**src/rtl/ses_pkg.sv**
```systemverilog
`timescale 1ns / 1ps
// ----------------------------------------------------------------------------
// ses_pkg
// shared types and constants of the symmetric exponential smoother
// ----------------------------------------------------------------------------
package ses_pkg;

    // payload and register widths
    localparam int COORD_W     = 32;
    localparam int WEIGHT_W    = 17;
    localparam int RATIO_W     = 16;
    localparam int CFG_WIDTH_W = 5;
    localparam int CFG_DATA_W  = 16;
    localparam int CFG_INDEX_W = 1;

    // window half-width is this many times the smoothing width
    localparam int WINDOW_FACTOR = 3;

    // default sizing
    localparam int DEFAULT_MAX_WIDTH     = 16;
    localparam int DEFAULT_HISTORY_DEPTH = 128;

    // weight arithmetic: weights in q1.16, decay ratio and rounding half in q0.16
    localparam logic [WEIGHT_W-1:0] WEIGHT_ONE = 17'd65536;
    localparam logic [RATIO_W-1:0]  ROUND_HALF = 16'd32768;

    // register reset values
    localparam logic [CFG_WIDTH_W-1:0] WIDTH_INDEX_RESET = 5'd4;
    localparam logic [RATIO_W-1:0]     DECAY_RATIO_RESET = 16'd54744;

    // configuration register map
    typedef enum logic [CFG_INDEX_W-1:0] {
        REG_WIDTH_INDEX = 1'b0,
        REG_DECAY_RATIO = 1'b1
    } cfg_reg_t;

    // main sequencer
    typedef enum logic [2:0] {
        ST_IDLE,
        ST_CHECK,
        ST_SETUP,
        ST_TAP,
        ST_DRAIN,
        ST_DIV,
        ST_EMIT
    } seq_state_t;

    // divider sequencer
    typedef enum logic [1:0] {
        DV_IDLE,
        DV_PREP,
        DV_RUN,
        DV_SIGN
    } div_state_t;

endpackage

```
**src/rtl/ses_ram.sv**
```systemverilog
`timescale 1ns / 1ps
// ----------------------------------------------------------------------------
// ses_ram
// generic single-port-write, single-port-read ram with registered read data
// ----------------------------------------------------------------------------
module ses_ram
    import ses_pkg::*;
#(
    parameter int  WIDTH  = COORD_W,
    parameter int  DEPTH  = DEFAULT_HISTORY_DEPTH,
    localparam int ADDR_W = $clog2(DEPTH)
) (
    input  logic              aclk,
    input  logic              we,
    input  logic [ADDR_W-1:0] waddr,
    input  logic [WIDTH-1:0]  wdata,
    input  logic [ADDR_W-1:0] raddr,
    output logic [WIDTH-1:0]  rdata
);

    logic [WIDTH-1:0] mem_reg [DEPTH];
    logic [WIDTH-1:0] rdata_reg;

    always_ff @(posedge aclk) begin
        if (we) begin
            mem_reg[waddr] <= wdata;
        end
        rdata_reg <= mem_reg[raddr];
    end

    assign rdata = rdata_reg;

endmodule

```
**config.mk**
```make
export PLATFORM = sky130hd
export DESIGN_NAME = ses_ram
export DESIGN_NICKNAME = d
export VERILOG_FILES = /design/src/rtl/ses_pkg.sv /design/src/rtl/ses_ram.sv
export SDC_FILE = /design/constraint.sdc
export NUM_CORES = 2
export LEC_CHECK = 0
export CAP_MARGIN = 30
export CORE_MARGIN = 3
export CORE_UTILIZATION = 57
export CTS_CLUSTER_SIZE = 12
export DETAILED_ROUTE_END_ITERATION = 12
export DONT_BUFFER_PORTS = 1
export GPL_TIMING_DRIVEN = 0
export PLACE_DENSITY = 0.75
export REMOVE_ABC_BUFFERS = 1
export SLEW_MARGIN = 20
export SYNTH_ARGS = -nofsm -noshare
export SYNTH_HDL_FRONTEND = slang
export SYNTH_SLANG_ARGS = --single-unit
```
**constraint.sdc**
```tcl
create_clock -name aclk -period 3.7 [get_ports aclk]
set_input_delay 0.555 -clock aclk [delete_from_list [all_inputs] [get_ports aclk]]
set_output_delay 0.555 -clock aclk [all_outputs]
set_load 0.02 [all_outputs]
```
# ---- Yosys cells after proc, flatten, opt, wreduce, memory -nomap -nowiden
# Memories as Yosys holds them, arrays and structs flattened. A register that Yosys moved wholly into a read port is not among the register bits.
# Index checks and enable logic that the tools add are counted.
dict set report op_classes {
  n_lt_le_gt_ge 0
  mul 0
  bitwise 0
  n_mux 2
  n_addsub 0
  n_shift 0
  reduce_logical 0
  div 0
  eq_ne 0
}
# operator n
set op_table {}
lappend op_table {{$mux 1} 2}
dict set report totals {
  word_cells 3
  latchBits 0
  rom_bits 0
  regBits 0
  out_inout_bits 32
  mem_count 1
  ramBits 4096
}
# name words width read_ports rd_ports_with_merged_regs wr line_no
set mem_list {}
lappend mem_list {mem_reg 128 32 1 1 1 ses_ram.sv:21} ;# logic [WIDTH-1:0] mem_reg [DEPTH];

# ---- Logic depth before layout (Yosys ltp)
dict set report depth {
  depth_word 2
  mapped_depth 8
  ltp_nobuf 4
}

# ---- Least setup slack after synthesis
# OpenSTA, ideal clock, no wires.
dict set report synth_timing {
  path_type {in2reg}
  start {input we}
  end {memory mem_reg[98][0] (netlist name) (enable)}
  n_path_buf 1
  setup_slack_ps -94
  arrival_time_ps 3333
  cell_stages 3
  path_cell_list {clkbuf_1 > nand4_1 > nor3_1}
}
dict set report synth_via {
  elab_chain_len 2
}
# element line_no
set synth_lines {}
lappend synth_lines {{from (decl)} ses_ram.sv:14} ;# input logic we,
lappend synth_lines {{$mux 1} ses_ram.sv:25} ;# if (we) begin
lappend synth_lines {{$mux 1 (implied by the code)} ses_ram.sv:26} ;# mem_reg[waddr] <= wdata;
lappend synth_lines {{to (decl)} ses_ram.sv:21}
# Every way passes these cells.

==> results.tsv <==
metric	value	unit
Final WS setup	-0.0389	ns
die area	0.280	sq mm
CTS root buffer	clkbuf_16	
crit-path max FO	130	
failing checks	slew limit, setup timing	
Post-Synthesis Cells	5990	
drt pass-1 iters	6	
GPL Wtd Cong	0.886	
Initial Utilization	0.575	
Synth cell types	17	
final WL	431	mm
FF+latch area	0.124	sq mm
period utilisation layout	1.01	
status	complete, but fails checks	
Post-DP HPWL	206	mm
clk buf depth	4	
clock-pin slew on the worst setup and hold paths	0.06	ns
# clock sinks	4128	
critical path arrival	4.52	ns
Cell Pwr Density	527	mW/mm^2
Placed Cells	9467	
H-tree Lvls	5	
All-Layer GR Usage	0.310	
Largest register FFs	4096	
post-route ant nets	0	
actual slew at the worst max-slew pin	1.79	ns
detailed-route via count	73790	
vias in the first global route	75095	
Slew headroom	-0.191	
Area growth syn-to-layout	13.4	%
flip-flop and latch count after synthesis	4128	
port bufs	0	
crit path kind	in2reg	
Warnings, synthesis	0	
gr ovfl total	0	
Final Slew Violations	193	
crit-path cells	buf_16 > buf_16 > buf_16 > mux4_2 > mux4_2 > mux4_2 > mux2_2	
crit path time final	3.74	ns
syn_area_per_cell	26.1	sq um
RSZ-0062 raised after global routing	false	
Finished Layout Cells	10080	
Worst-Skew Late Latency	0.93	ns
Reg2Reg Setup Slack	0.92	ns
detailed-route DRC error count	0	
Largest stage delay, worst path	0.64	ns
Layout Nets	6398	
Final Hold Slack	0.0231	ns
crit path launch type	input pin	
Seq/Total Area, Yosys	0.791	
initial antenna violation count	55	
First DRT Iteration DRCs	12751	
Cell Rows	191	
Worst EP required	4.48	ns
CTS tree	done	
Final Hold Fails	0	
crit path max-delay cell type	mux4_2	
P_leak	53.9	nW
CTS Buf Count	399	
largest net degree at the start of global routing	257	
final core utilization	0.652	
Multi-input gate area	0.0323	sq mm
first-pass GRT wire length	601	mm
layout cell share with drive strength beyond 1	0.341	
die height	530	microns
Mapped Area	0.156	sq mm
die width	530	microns
FMAX	267	MHz
max-cap viol count	0	
worst hold path type	in2reg	
FILL cells	15513	
IO Count	80	
Setup crit end kind	register	
Core Box Area	0.272	sq mm
post-DR wirelength/cell	42.8	microns
Final Setup Violations	4	
Clock Skew	0.0336	ns
peak supply drop	0.397	mV
Via density	7.32	
total power	0.0935	W
worst max-delay path, delay by kind of cell:
family	cells	cell delay, ns
buf+inv	3	1.39
mux	4	1.94
synth_stat cells:
library cell	number	area share
edfxtp_1	4096	0.79
mux4_2	1344	0.19
clkbuf_1	182	0.0044
nor2_1	122	0.0029
buf_2	79	0.0025
buf_1	50	0.0012
dfxtp_1	32	0.0041
mux2_2	32	0.0023
nand2_1	14	0.00034
nand3_1	12	0.00038
nor3_1	9	0.00029
nor2b_1	7	0.00028
buf_4	3	0.00014
nand4_1	3	0.00012
buf_6	2	0.00014
nand2b_1	2	0.000080
or3_1	1	0.000040
where the power goes:
group          internal [W]  switching (W)
combinational       0.00194        0.00281
sequential           0.0516       0.000178
clock                0.0200         0.0169
final timing paths:
path                   start        end  depth (start not counted)
min reg2reg   mem_reg[63][5]   rdata[5]                          4
max reg2reg  mem_reg[85][21]  rdata[21]                          4
min                 raddr[3]   rdata[5]                          2
max                 raddr[2]  rdata[22]                          7
through the flow:
stage,area (sq um),setup slack [ns],setup TNS [ns]
final,177000,-0.0389,-0.0962
after global routing,177000,0.0251,0
after CTS,177000,0.0227,0
after detailed placement,165000,-1.65,-59.48
after global placement,159000,-3.78,-7221.67
after floorplan,155000,-0.0615,-11.59
placed cells by master, fill, tap and decap left out:
master / count
buf_12: 88
buf_16: 123
buf_4: 39
buf_6: 13
buf_8: 1
bufbuf_16: 5
bufinv_16: 2
clkbuf_1: 80
clkbuf_16: 413
clkbuf_8: 3
clkinv_1: 36
clkinv_2: 4
clkinv_4: 1
clkinv_8: 1
dfxtp_1: 32
diode_2: 16
dlygate4sd3_1: 3
edfxtp_1: 4096
inv_6: 8
mux2_2: 32
mux4_2: 1344
nand2_1: 11
nand2_2: 3
nand2b_1: 2
nand3_1: 8
nand3_2: 4
nand4_1: 3
nor2_1: 3
nor2_4: 119
nor2b_1: 7
nor3_2: 9
or3_1: 1
logic make-up after synthesis:
family                 synth area share
and+or+nand+nor                 0.00446
buffers and inverters           0.00839
DFF                               0.791
muxes                             0.196
cell type report:
cell class	count	area share
repair buffers	275	0.0331
diodes	16	0.000226
multi-input cells	1546	0.182
clock buffers	493	0.0598
well taps	3570	0.0252
clock inverters	52	0.00175
flip-flops and latches	4128	0.698
routing by layer:
layer	wire, microns	part of all wire	vias to the layer above	global-route usage
met5	207	0.00048	-	0.00479
met4	21600	0.050	28	0.136
met3	55700	0.13	1123	0.0737
met2	215000	0.50	6518	0.502
met1	139000	0.32	39204	0.409
li1	-	-	26917	-
timing repair:
item | CTS | global route
hold endpoints to repair | 4163 | 0
gates cloned | 7 | 3
setup buffers | 0 | 0
hold buffers | 36 | 0
gates resized for setup | 0 | 2
endpoints found under the setup margin | 32 | 29
(Power assumes the default switching activity.)
