`config.mk`:
```
export PLATFORM = sky130hd
export DESIGN_NAME = ses_div
export DESIGN_NICKNAME = d
export VERILOG_FILES = /design/src/rtl/ses_pkg.sv /design/src/rtl/ses_div.sv
export SDC_FILE = /design/constraint.sdc
export NUM_CORES = 1
export LEC_CHECK = 0
export BUFFER_PORTS_ARGS = -buffer_cell sky130_fd_sc_hd__buf_2
export CAP_MARGIN = 10
export CORE_MARGIN = 1
export CORE_UTILIZATION = 39
export DETAILED_ROUTE_END_ITERATION = 7
export HOLD_SLACK_MARGIN = 0.1
export MAX_ROUTING_LAYER = met4
export PLACE_DENSITY = 0.65
export SYNTH_ARGS = -nofsm -noshare
export SYNTH_HDL_FRONTEND = slang
export SYNTH_SLANG_ARGS = --single-unit
```
`constraint.sdc`:
```
create_clock -name aclk -period 2.8 [get_ports aclk]
set_input_delay 0.28 -clock aclk [delete_from_list [all_inputs] [get_ports aclk]]
set_output_delay 0.28 -clock aclk [all_outputs]
set_load 0.02 [all_outputs]
```
`src/rtl/ses_pkg.sv`:
```
`timescale 1ns / 1ps
// ----------------------------------------------------------------------------
// ses_pkg
// shared types and constants of the symmetric exponential smoother
// ----------------------------------------------------------------------------
package ses_pkg;

    // payload and register widths
    localparam int COORD_W     = 32;
    localparam int WEIGHT_W    = 17;
    localparam int RATIO_W     = 16;
    localparam int CFG_WIDTH_W = 5;
    localparam int CFG_DATA_W  = 16;
    localparam int CFG_INDEX_W = 1;

    // window half-width is this many times the smoothing width
    localparam int WINDOW_FACTOR = 3;

    // default sizing
    localparam int DEFAULT_MAX_WIDTH     = 16;
    localparam int DEFAULT_HISTORY_DEPTH = 128;

    // weight arithmetic: weights in q1.16, decay ratio and rounding half in q0.16
    localparam logic [WEIGHT_W-1:0] WEIGHT_ONE = 17'd65536;
    localparam logic [RATIO_W-1:0]  ROUND_HALF = 16'd32768;

    // register reset values
    localparam logic [CFG_WIDTH_W-1:0] WIDTH_INDEX_RESET = 5'd4;
    localparam logic [RATIO_W-1:0]     DECAY_RATIO_RESET = 16'd54744;

    // configuration register map
    typedef enum logic [CFG_INDEX_W-1:0] {
        REG_WIDTH_INDEX = 1'b0,
        REG_DECAY_RATIO = 1'b1
    } cfg_reg_t;

    // main sequencer
    typedef enum logic [2:0] {
        ST_IDLE,
        ST_CHECK,
        ST_SETUP,
        ST_TAP,
        ST_DRAIN,
        ST_DIV,
        ST_EMIT
    } seq_state_t;

    // divider sequencer
    typedef enum logic [1:0] {
        DV_IDLE,
        DV_PREP,
        DV_RUN,
        DV_SIGN
    } div_state_t;

endpackage

```
`src/rtl/ses_div.sv`:
```
`timescale 1ns / 1ps
// ----------------------------------------------------------------------------
// ses_div
// bit-serial signed divide, rounding to nearest with ties away from zero
// ----------------------------------------------------------------------------
module ses_div
    import ses_pkg::*;
#(
    parameter int ACC_W  = COORD_W + WEIGHT_W + $clog2(2 * WINDOW_FACTOR * DEFAULT_MAX_WIDTH + 1),
    parameter int WSUM_W = WEIGHT_W + $clog2(2 * WINDOW_FACTOR * DEFAULT_MAX_WIDTH + 1)
) (
    input  logic                    aclk,
    input  logic                    aresetn,
    input  logic                    start,
    input  logic signed [ACC_W-1:0] num,
    input  logic [WSUM_W-1:0]       den,
    output logic                    done,
    output logic [COORD_W-1:0]      quot
);

    localparam int CNT_W = $clog2(COORD_W);

    div_state_t          state_reg, state_next;
    logic [CNT_W-1:0]    cnt_reg;
    logic                sign_reg;
    logic [ACC_W-1:0]    mag_reg;
    logic [WSUM_W-1:0]   den_reg;
    logic [WSUM_W-1:0]   rem_reg;
    logic [COORD_W-1:0]  low_reg;
    logic [COORD_W-1:0]  quot_reg;
    logic                done_reg;

    logic [ACC_W-1:0]    mag_calc;
    logic [ACC_W-1:0]    biased;
    logic [WSUM_W:0]     trial;
    logic [WSUM_W:0]     trial_sub;
    logic                trial_ge;
    logic                last_step;

    // magnitude, then half the divisor added for round to nearest
    assign mag_calc  = num[ACC_W-1] ? (~$unsigned(num) + ACC_W'(1)) : $unsigned(num);
    assign biased    = mag_reg + ACC_W'(den_reg >> 1);
    assign trial     = {rem_reg, low_reg[COORD_W-1]};
    assign trial_sub = trial - {1'b0, den_reg};
    assign trial_ge  = (trial >= {1'b0, den_reg});
    assign last_step = (cnt_reg == CNT_W'(COORD_W - 1));

    always_ff @(posedge aclk) begin
        if (!aresetn) begin
            state_reg <= DV_IDLE;
            done_reg  <= 1'b0;
        end else begin
            state_reg <= state_next;
            done_reg  <= (state_reg == DV_SIGN);
        end
    end

    always_comb begin
        state_next = state_reg;
        unique case (state_reg)
            DV_IDLE: begin
                if (start) begin
                    state_next = DV_PREP;
                end
            end
            DV_PREP: begin
                state_next = DV_RUN;
            end
            DV_RUN: begin
                if (last_step) begin
                    state_next = DV_SIGN;
                end
            end
            DV_SIGN: begin
                state_next = DV_IDLE;
            end
            default: begin
                state_next = DV_IDLE;
            end
        endcase
    end

    always_ff @(posedge aclk) begin
        case (state_reg)
            DV_IDLE: begin
                if (start) begin
                    sign_reg <= num[ACC_W-1];
                    mag_reg  <= mag_calc;
                    den_reg  <= den;
                end
            end
            DV_PREP: begin
                // quotient fits 32 bits, so the upper part is already below den
                rem_reg <= biased[ACC_W-1:COORD_W];
                low_reg <= biased[COORD_W-1:0];
                cnt_reg <= '0;
            end
            DV_RUN: begin
                rem_reg <= trial_ge ? trial_sub[WSUM_W-1:0] : trial[WSUM_W-1:0];
                low_reg <= {low_reg[COORD_W-2:0], trial_ge};
                cnt_reg <= cnt_reg + CNT_W'(1);
            end
            DV_SIGN: begin
                quot_reg <= sign_reg ? (~low_reg + COORD_W'(1)) : low_reg;
            end
            default: begin
            end
        endcase
    end

    assign done = done_reg;
    assign quot = quot_reg;

endmodule

```
==> Yosys cells after proc, flatten, opt, wreduce, memory -nomap -nowiden <==
Cells that the tools add are included.
{ "totals": {"reg_bits": 177, "in_bits": 83, "output_inout_bits": 33, "wordCells": 37} }
{ "op_classes": {"n_addsub": 5, "order_cmp": 1, "n_eq_ne": 6, "mux": 9, "bitwise": 2, "n_reduce_logical": 4} }
{ "op_table": {"columns": ["op", "count"], "rows": [
  ["one-hot mux 32 bit (2 select lines)", 1],
  ["adder 56 x 1 -> 56 bit (second input constant)", 1],
  ["adder 56 x 23 -> 56 bit", 1],
  ["NOT 56 bit", 1],
  ["two-way mux 55 bit", 1],
  ["one-hot mux 24 bit (2 select lines)", 1],
  ["adder 32 x 1 -> 32 bit (second input constant)", 1],
  ["two-way mux 32 bit", 1],
  ["NOT 32 bit", 1],
  ["greater-or-equal comparator 25 x 24 -> 1 bit", 1],
  ["two-way mux 24 bit", 1],
  ["subtractor 24 bit", 1],
  ["one-hot mux 5 bit (2 select lines)", 1],
  ["one-hot mux 2 bit (4 select lines)", 1],
  ["adder 5 x 1 -> 5 bit (second input constant)", 1],
  ["equality test 5 bit (second input constant)", 1],
  ["equality test 2 bit (second input constant)", 2],
  ["two-way mux 2 bit", 2],
  ["inequality test 2 bit (second input constant)", 2],
  ["AND reduction 2 bit", 2],
  ["equality test 2 x 1 -> 1 bit (second input constant)", 1],
  ["logical NOT 2 bit", 1],
  ["nonzero test 2 bit", 1]
]} }

==> Depth between registers and ports, before layout <==
Gate-level depths: netlist of run 1.
{ "depth": {"word_depth": 3, "depth_mapped": 13, "depth_no_buf": 12} }

==> Least setup slack after synthesis of run 1 <==
Ideal clock, no wire load.
{ "synth_path": {"path_type": "reg2reg", "start": "register rem_reg[10]", "end": "register rem_reg[10] (data pin)", "setup_time_ns": 0.277, "t_arrival_ns": 2.827, "slack_ns": -0.304, "path_stages_with_launch": 13, "synth_period_minus_slack_ns": 3.104, "cell_sequence": "edfxtp_1 ha_1 clkbuf_1 nand4_1 or3_1 o21ai_0 nor3_1 o31ai_1 a21o_1 buf_2 buf_2 mux2i_1 mux2i_1"} }
{ "synth_via": {"elab_chain_cells": 3} }
{ "synth_rtl": {"columns": ["element", "line", "text"], "rows": [
  ["from (decl)", "ses_div.sv:28", "logic [WSUM_W-1:0] rem_reg;"],
  ["from (signal assigned)", "ses_div.sv:94", "rem_reg <= biased[ACC_W-1:COORD_W];"],
  ["from (signal assigned)", "ses_div.sv:99", "rem_reg <= trial_ge ? trial_sub[WSUM_W-1:0] : trial[WSUM_W-1:0];"],
  ["greater-or-equal comparator 25 x 24 -> 1 bit", "ses_div.sv:45", "assign trial_ge = (trial >= {1'b0, den_reg});"],
  ["two-way mux 24 bit", "ses_div.sv:99", null],
  ["one-hot mux 24 bit (2 select lines)", "ses_div.sv:84", "case (state_reg)"]
]} }
No other way between the ends.
A chain may end at the register's enable or synchronous reset.

==> Worst setup path after layout of run 1 <==
{ "layout_path": {"start": "register low_reg[10]", "end": "register quot_reg[28], in the netlist quot[28] (data pin)"} }
{ "layout_via": {"elab_chain_cells": 3} }
{ "layout_rtl": {"columns": ["element", "line", "text"], "rows": [
  ["from (decl)", "ses_div.sv:29", "logic [COORD_W-1:0] low_reg;"],
  ["from (signal assigned)", "ses_div.sv:95", "low_reg <= biased[COORD_W-1:0];"],
  ["from (signal assigned)", "ses_div.sv:100", "low_reg <= {low_reg[COORD_W-2:0], trial_ge};"],
  ["NOT 32 bit", "ses_div.sv:104", "quot_reg <= sign_reg ? (~low_reg + COORD_W'(1)) : low_reg;"],
  ["adder 32 x 1 -> 32 bit", "ses_div.sv:104", null],
  ["two-way mux 32 bit", "ses_div.sv:104", null],
  ["to (signal assigned)", "ses_div.sv:104", null],
  ["to (decl)", "ses_div.sv:30", "logic [COORD_W-1:0] quot_reg;"]
]} }
No other way between the ends.

==> impl_metrics.yaml, run 1 <==
cts:
  clockBufferDepth: 2
  clk_pin_slew_ns: 0.07
  cts_made_buffers: 17
  cts_tree: "built"
  ctsHtreeMaxLevel: 4
  cts_root_buf: "clkbuf_16"
  clkLatencyLatePin_ns: 0.43
  clock_sinks: 177
sta:
  setup-tns-final_ns: -4.10
  hold_viol: 0
  fin_ws_ns: -0.327
  final-max-slew-violation-count: 0
  fmax_mhz: 320
  fin_crit_sh_pct: 112
  fin_worst_skew_ns: 0.0124
  worst_slew_pin_slew_ns: 1.26
  hold_ws_ns: 0.156
  setup_viol: 33
  timing.final.crit_period_ns: 3.13
  rsz0062_at_grt: "true"
  relSlewSlack_pct: 16.3
logic_synthesis:
  synth_edf_count: 174
  yosysSeqAreaShare_pct: 46.9
  synthArstFlopShare_pct: 0
  syn_area_per_cell_um2: 10.5
  synthFlopType: "edfxtp_1"
  netlist_area_um2: 11300
  yosys_warnings: 0
  yosys-top-cells-area: "edfxtp_1 46%, xnor2_1 9.1%, ha_1 6.1%"
  synth_fp_nets: 1211
  synth_area_leader_cell: "edfxtp_1"
  netlist_instances: 1071
  synth.distinct_cells: 67
  netlist.area_leader.share_pct: 46.3
  ys_ff_latch: 177
pwr:
  vdd_drop_max_mv: 0.858
  power_density_nw_per_um2: 1120
  leakage_nw: 6.19
grt:
  grt_pass1_vias: 8871
  grt_pass1_wl_um: 47000
  track_usage_pct: 21.6
  antenna_found_initial: 0
  grt_max_degree: 79
  overflow: 0
floorplan:
  dieArea_um2: 29600
  die_y_um: 172
  core_area_um2: 28100
  die_w_um: 172
  start_util_pct: 40.1
  fp-row-count: 61
  io_pins: 116
detailed_routing:
  drtIter0Drc: 587
  drt-total-wl_um: 31500
  antenna_left: 0
  via_count: 9514
  avgViaCountPerCell: 5.29
  drt-pass1-iter-count: 5
  routedWlPerCell_um: 17.5
  drc: 0
layout:
  nNetsFinal: 1547
  area_growth_pct: 41.1
  nFillCells: 2449
  largest_register_ffs: 56
  fin_util_pct: 56.6
  drive_gt1_share_pct: 37.4
  diodes: 0
setup_path:
  cp-start-kind: "flop"
  worstSetupEndpointType: "flop"
  path_buf_inv: 1
  worstPathArrival_ns: 3.31
  path_class: "reg2reg"
  cp_common_cell: "or3_4"
  cp_max_fo: 4
  crit_family: "simple AND/OR/NAND/NOR gates"
  cp_slowest_stage_delay_ns: 0.54
  worstPathRequired_ns: 2.98
  crit_path_top_delay_cell: "or4_4"
  crit_chain: "or4_4 > or3_4 > buf_4 > or4_4 > or3_4 > or3_4 > o21ai_2 > xnor2_1"
worst_hold_path:
  hold_class: "in2reg"
place:
  dp_slack_ns: -0.352
  gp_congestion: 0.905
  port_buffers: 115
  dp_hpwl_um: 22400
run_status:
  failed_checks: "negative setup slack"
  outcome: "complete, but fails checks"
flow_run:
  max-cap-violations: 0
## synthesized netlist by cell type (5+ instances only)
cell	n
nand4_1	18
a211oi_1	6
clkbuf_1	35
xnor2_1	117
nor2b_1	9
edfxtp_1	174
or3_1	16
nand2_1	101
nand2b_1	8
and3_1	13
o21a_1	7
o21ai_0	75
o31ai_1	27
ha_1	55
inv_1	47
and2_1	9
nor4_1	10
a21oi_1	58
a31oi_1	7
a21o_1	20
xor2_1	34
buf_1	5
nor3b_1	6
mux2i_1	34
and4_1	7
or4_1	10
nand3_1	24
o41ai_1	13
nor2_1	33
a22oi_1	6
nor3_1	21
## final timing paths
check | from | end | slack [ns] | cells after the start
setup / recovery | low_reg[10] | quot[28] | -0.33 | 8
hold / removal | num[31] | mag_reg[31] | 0.16 | 2
setup reg to reg | low_reg[10] | quot[28] | -0.33 | 8
hold reg to reg | state_reg[0] | state_reg[0] | 0.52 | 2
## kinds of logic (layout without fill, tap and decap cells)
logic type                 Yosys count  after routing  share of synthesized area, %
xor gates and xnor gates           151            151                          11.7
buffers and inverters               89            438                          2.98
adders and majority gates           57             57                          6.46
DFF                                177            177                          46.9
and+or+nand+nor                    299            299                          13.8
muxes                               35             35                          3.12
AOI/OAI and AO/OA                  263            263                          15.1
## layout by cell type, fill, tap and decap left out, types with 19 or more instances in the layout
cell | synthesis | final
nor2_1 | 33 | 28
dlygate4sd3_1 | 0 | 26
xnor2_1 | 117 | 106
edfxtp_1 | 174 | 174
ha_4 | 0 | 19
buf_2 | 2 | 115
buf_4 | 0 | 188
a21oi_1 | 58 | 42
a21o_1 | 20 | 19
xor2_1 | 34 | 26
mux2i_1 | 34 | 30
o31ai_1 | 27 | 25
ha_1 | 55 | 29
o21ai_0 | 75 | 57
inv_1 | 47 | 39
buf_6 | 0 | 19
nand2_1 | 101 | 97
## through the flow
| stage | power, mW | std cells | instance area [µm²] |
|---|---|---|---|
| floorplan | 10.0 | 1071 | 11300 |
| finish | 17.8 | 1798 | 15900 |
| global route | 18.8 | 1798 | 15900 |
| CTS | 16.8 | 1778 | 15200 |
| global placement | 13.3 | 1699 | 13600 |
| detailed placement | 13.4 | 1699 | 13600 |
## area by class of cell
type / instances / area, µm² / area share, %
clock buffers: 18 / 429 / 2.70
clock inverters: 14 / 138 / 0.865
inverters: 47 / 179 / 1.12
multi-input cells: 805 / 6730 / 42.3
flip-flops and latches: 177 / 5290 / 33.2
well taps: 378 / 473 / 2.97
repair buffers: 359 / 2680 / 16.8
## report_power, final
part           leakage, nW  total [mW]  switching [mW]  internal [mW]
Clock                0.278        2.34            1.15           1.19
Sequential            1.67        5.25           0.805           4.44
Combinational         4.24        10.2            5.22           4.98
Total                 6.19        17.8            7.17           10.6
## what timing repair did
item	CTS	global route
hold buffers	26	0
setup buffers	20	21
hold endpoints to repair	27	0
pin swaps	50	57
gates resized for setup	116	115
cloned	2	1
endpoints found under the setup margin	41	54
## routing by layer
layer	GRT usage, %	vias up	routed length (µm)
met5	-	-	0
met4	8.04	0	782
met3	2.75	46	1500
met2	34.8	234	15100
met1	27.7	4549	14100
li1	-	4685	-
No activity file was read; power rests on OpenSTA's default activity.
==> run 2: changes to the inputs <==
--- a/config.mk
+++ b/config.mk
@@ -5,8 +5,10 @@
 export SDC_FILE = /design/constraint.sdc
 export NUM_CORES = 1
 export LEC_CHECK = 0
+export ABC_CLOCK_PERIOD_IN_PS = 2800
 export BUFFER_PORTS_ARGS = -buffer_cell sky130_fd_sc_hd__buf_2
 export CAP_MARGIN = 10
+export CORE_ASPECT_RATIO = 1.25
 export CORE_MARGIN = 1
 export CORE_UTILIZATION = 39
 export DETAILED_ROUTE_END_ITERATION = 7
==> impl_metrics.yaml, run 2 (synthesized netlist as in run 1, its figures left out) <==
pwr:
  swShare_pct: 40.0
  cellInternalPower_mw: 10.6
  clkPwrFrac_pct: 13.0
  leakage_nw: 6.09
  vdd_drop_max_mv: 0.622
  power_density_nw_per_um2: 1130
  power_mw: 17.7
  seq_power_share_pct: 29.4
  power_frac_comb_pct: 57.6
  p_sw_mw: 7.06
grt:
  grt_pass1_wl_um: 46800
  overflow: 0
  grt_max_degree: 58
  grt_pass1_vias: 9125
  busiest_layer: "met2"
  track_usage_pct: 21.2
  met1_usage_pct: 24.6
  use_met3_pct: 2.84
  grt.met2_usage_pct: 36.0
  antenna_found_initial: 0
setup_path:
  path_class: "reg2reg"
  worstReg2RegStart: "low_reg[10]"
  worstPathRequired_ns: 2.99
  cp_max_fo: 5
  path_buf_inv: 0
  cp_slowest_stage_delay_ns: 0.55
  crit_chain: "or4_4 > or3_4 > or2_1 > or3_4 > or3_4 > or3_4 > o31ai_2 > xnor2_1"
  r2r_end: "quot[27]"
  cp-start-kind: "flop"
  crit_family: "simple AND/OR/NAND/NOR gates"
  crit_path_top_delay_cell: "or4_4"
  r2r_slack_ns: -0.35
  ff2ff_path_depth: 8
  worstSetupEndpointType: "flop"
  worstPathArrival_ns: 3.35
  cp_common_cell: "or3_4"
detailed_routing:
  avgViaCountPerCell: 5.38
  drt-pass1-iter-count: 7
  routedWlPerCell_um: 17.4
  drc: 0
  via_count: 9455
  drtIter0Drc: 610
  drt-total-wl_um: 30700
  antenna_left: 0
cts:
  clock_sinks: 177
  cts_root_buf: "clkbuf_16"
  clockBufferDepth: 2
  clk_pin_slew_ns: 0.07
  clkLatencyLatePin_ns: 0.44
  cts_made_buffers: 17
  ctsHtreeMaxLevel: 4
  cts_tree: "built"
layout:
  diodes: 0
  drive_gt1_share_pct: 36.0
  final_common_cell: "buf_4"
  final_cell_mix: "176 x buf_4, 174 x edfxtp_1, 115 x buf_2"
  area_growth_pct: 39.3
  largest_register_ffs: 56
  nNetsFinal: 1532
  nFillCells: 2406
sta:
  setup_viol: 26
  fin_worst_skew_ns: 0.0125
  fin_crit_sh_pct: 113
  rsz0062_at_grt: "true"
  worst_slew_pin_slew_ns: 0.955
  fmax_mhz: 317
  timing.final.crit_period_ns: 3.15
  hold_viol: 0
  hold_ws_ns: 0.147
  final-max-slew-violation-count: 0
  fin_ws_ns: -0.354
  relSlewSlack_pct: 36.3
place:
  gp_congestion: 0.929
  port_buffers: 115
  dp_hpwl_um: 22100
worst_hold_path:
  hold_class: "in2reg"
  hold_end: "mag_reg[54]"
  hp-start: "num[54]"
  holdPathStages: 2
run_status:
  failed_checks: "negative setup slack"
  outcome: "complete, but fails checks"
floorplan:
  core_area_um2: 28400
  io_pins: 116
  start_util_pct: 39.7
  die_w_um: 154
  fp-row-count: 69
  die_y_um: 192
  dieArea_um2: 29600
flow_run:
  max-cap-violations: 0
run 2: cell types whose count changed in the layout (fill, tap and decap cells not counted), sizes merged:
| cell | change |
|---|---|
| clkinv | +3 |
| clkbuf | -1 |
| clkinvlp | -1 |
| buf | -15 |
| bufinv | +1 |
| inv | -3 |
run 2: what timing repair did:
item	in CTS	in global routing
gates cloned	5	0
hold endpoints to repair	28	0
gates resized for setup	93	132
setup endpoints to repair	43	53
setup buffers	14	16
pin swaps	42	78
hold buffers	26	0
run 2: power by group through the flow:
| stage | logic, mW | clock network (mW) | registers [mW] |
|---|---|---|---|
| 6_report | 10.2 | 2.31 | 5.19 |
| 5_1_grt | 11.0 | 2.44 | 5.29 |
| 3_3_place_gp | 8.00 | 0 | 5.07 |
| 2_1_floorplan | 4.96 | 0 | 5.05 |
| 4_1_cts | 9.16 | 2.34 | 5.14 |
| 3_5_place_dp | 8.11 | 0 | 5.12 |
run 2: worst max path at each step:
| stage | start | end | slack, ns | cells after the start |
|---|---|---|---|---|
| after global placement | low_reg[1] | quot[29] | -0.33 | 8 |
| after floorplan | low_reg[10] | quot[25] | -0.29 | 8 |
| after global routing | low_reg[10] | quot[29] | -0.46 | 8 |
| final | low_reg[10] | quot[27] | -0.35 | 8 |
| after CTS | low_reg[10] | quot[27] | -0.34 | 8 |
| after detailed placement | low_reg[1] | quot[31] | -0.37 | 8 |
run 2: final cells by class:
type / count / area (µm²) / share of cell area [%]
inverter: 47 / 176 / 1.12
clock buffer: 17 / 425 / 2.71
sequential: 177 / 5290 / 33.6
clock inverter: 14 / 130 / 0.828
tap: 355 / 444 / 2.83
multi-input combinational: 805 / 6690 / 42.6
timing repair buffer: 344 / 2550 / 16.3
run 2: stage by stage:
stage | instance area (µm²) | util (%) | cells | setup WS [ns] | setup TNS [ns]
global placement | 13500 | 47.4 | 1667 | -0.333 | -6.60
global route | 15700 | 55.3 | 1759 | -0.459 | -7.86
detailed placement | 13500 | 47.4 | 1667 | -0.374 | -8.47
finish | 15700 | 55.3 | 1759 | -0.354 | -3.98
floorplan | 11300 | - | 1071 | -0.293 | -1.88
CTS | 15000 | 52.7 | 1743 | -0.341 | -3.17
run 2: metal layers:
layer | wire length (µm) | part of all wire (%)
met2 | 15100 | 49
met4 | 1460 | 4.8
met3 | 1230 | 4.0
met5 | 0 | 0
met1 | 12900 | 42
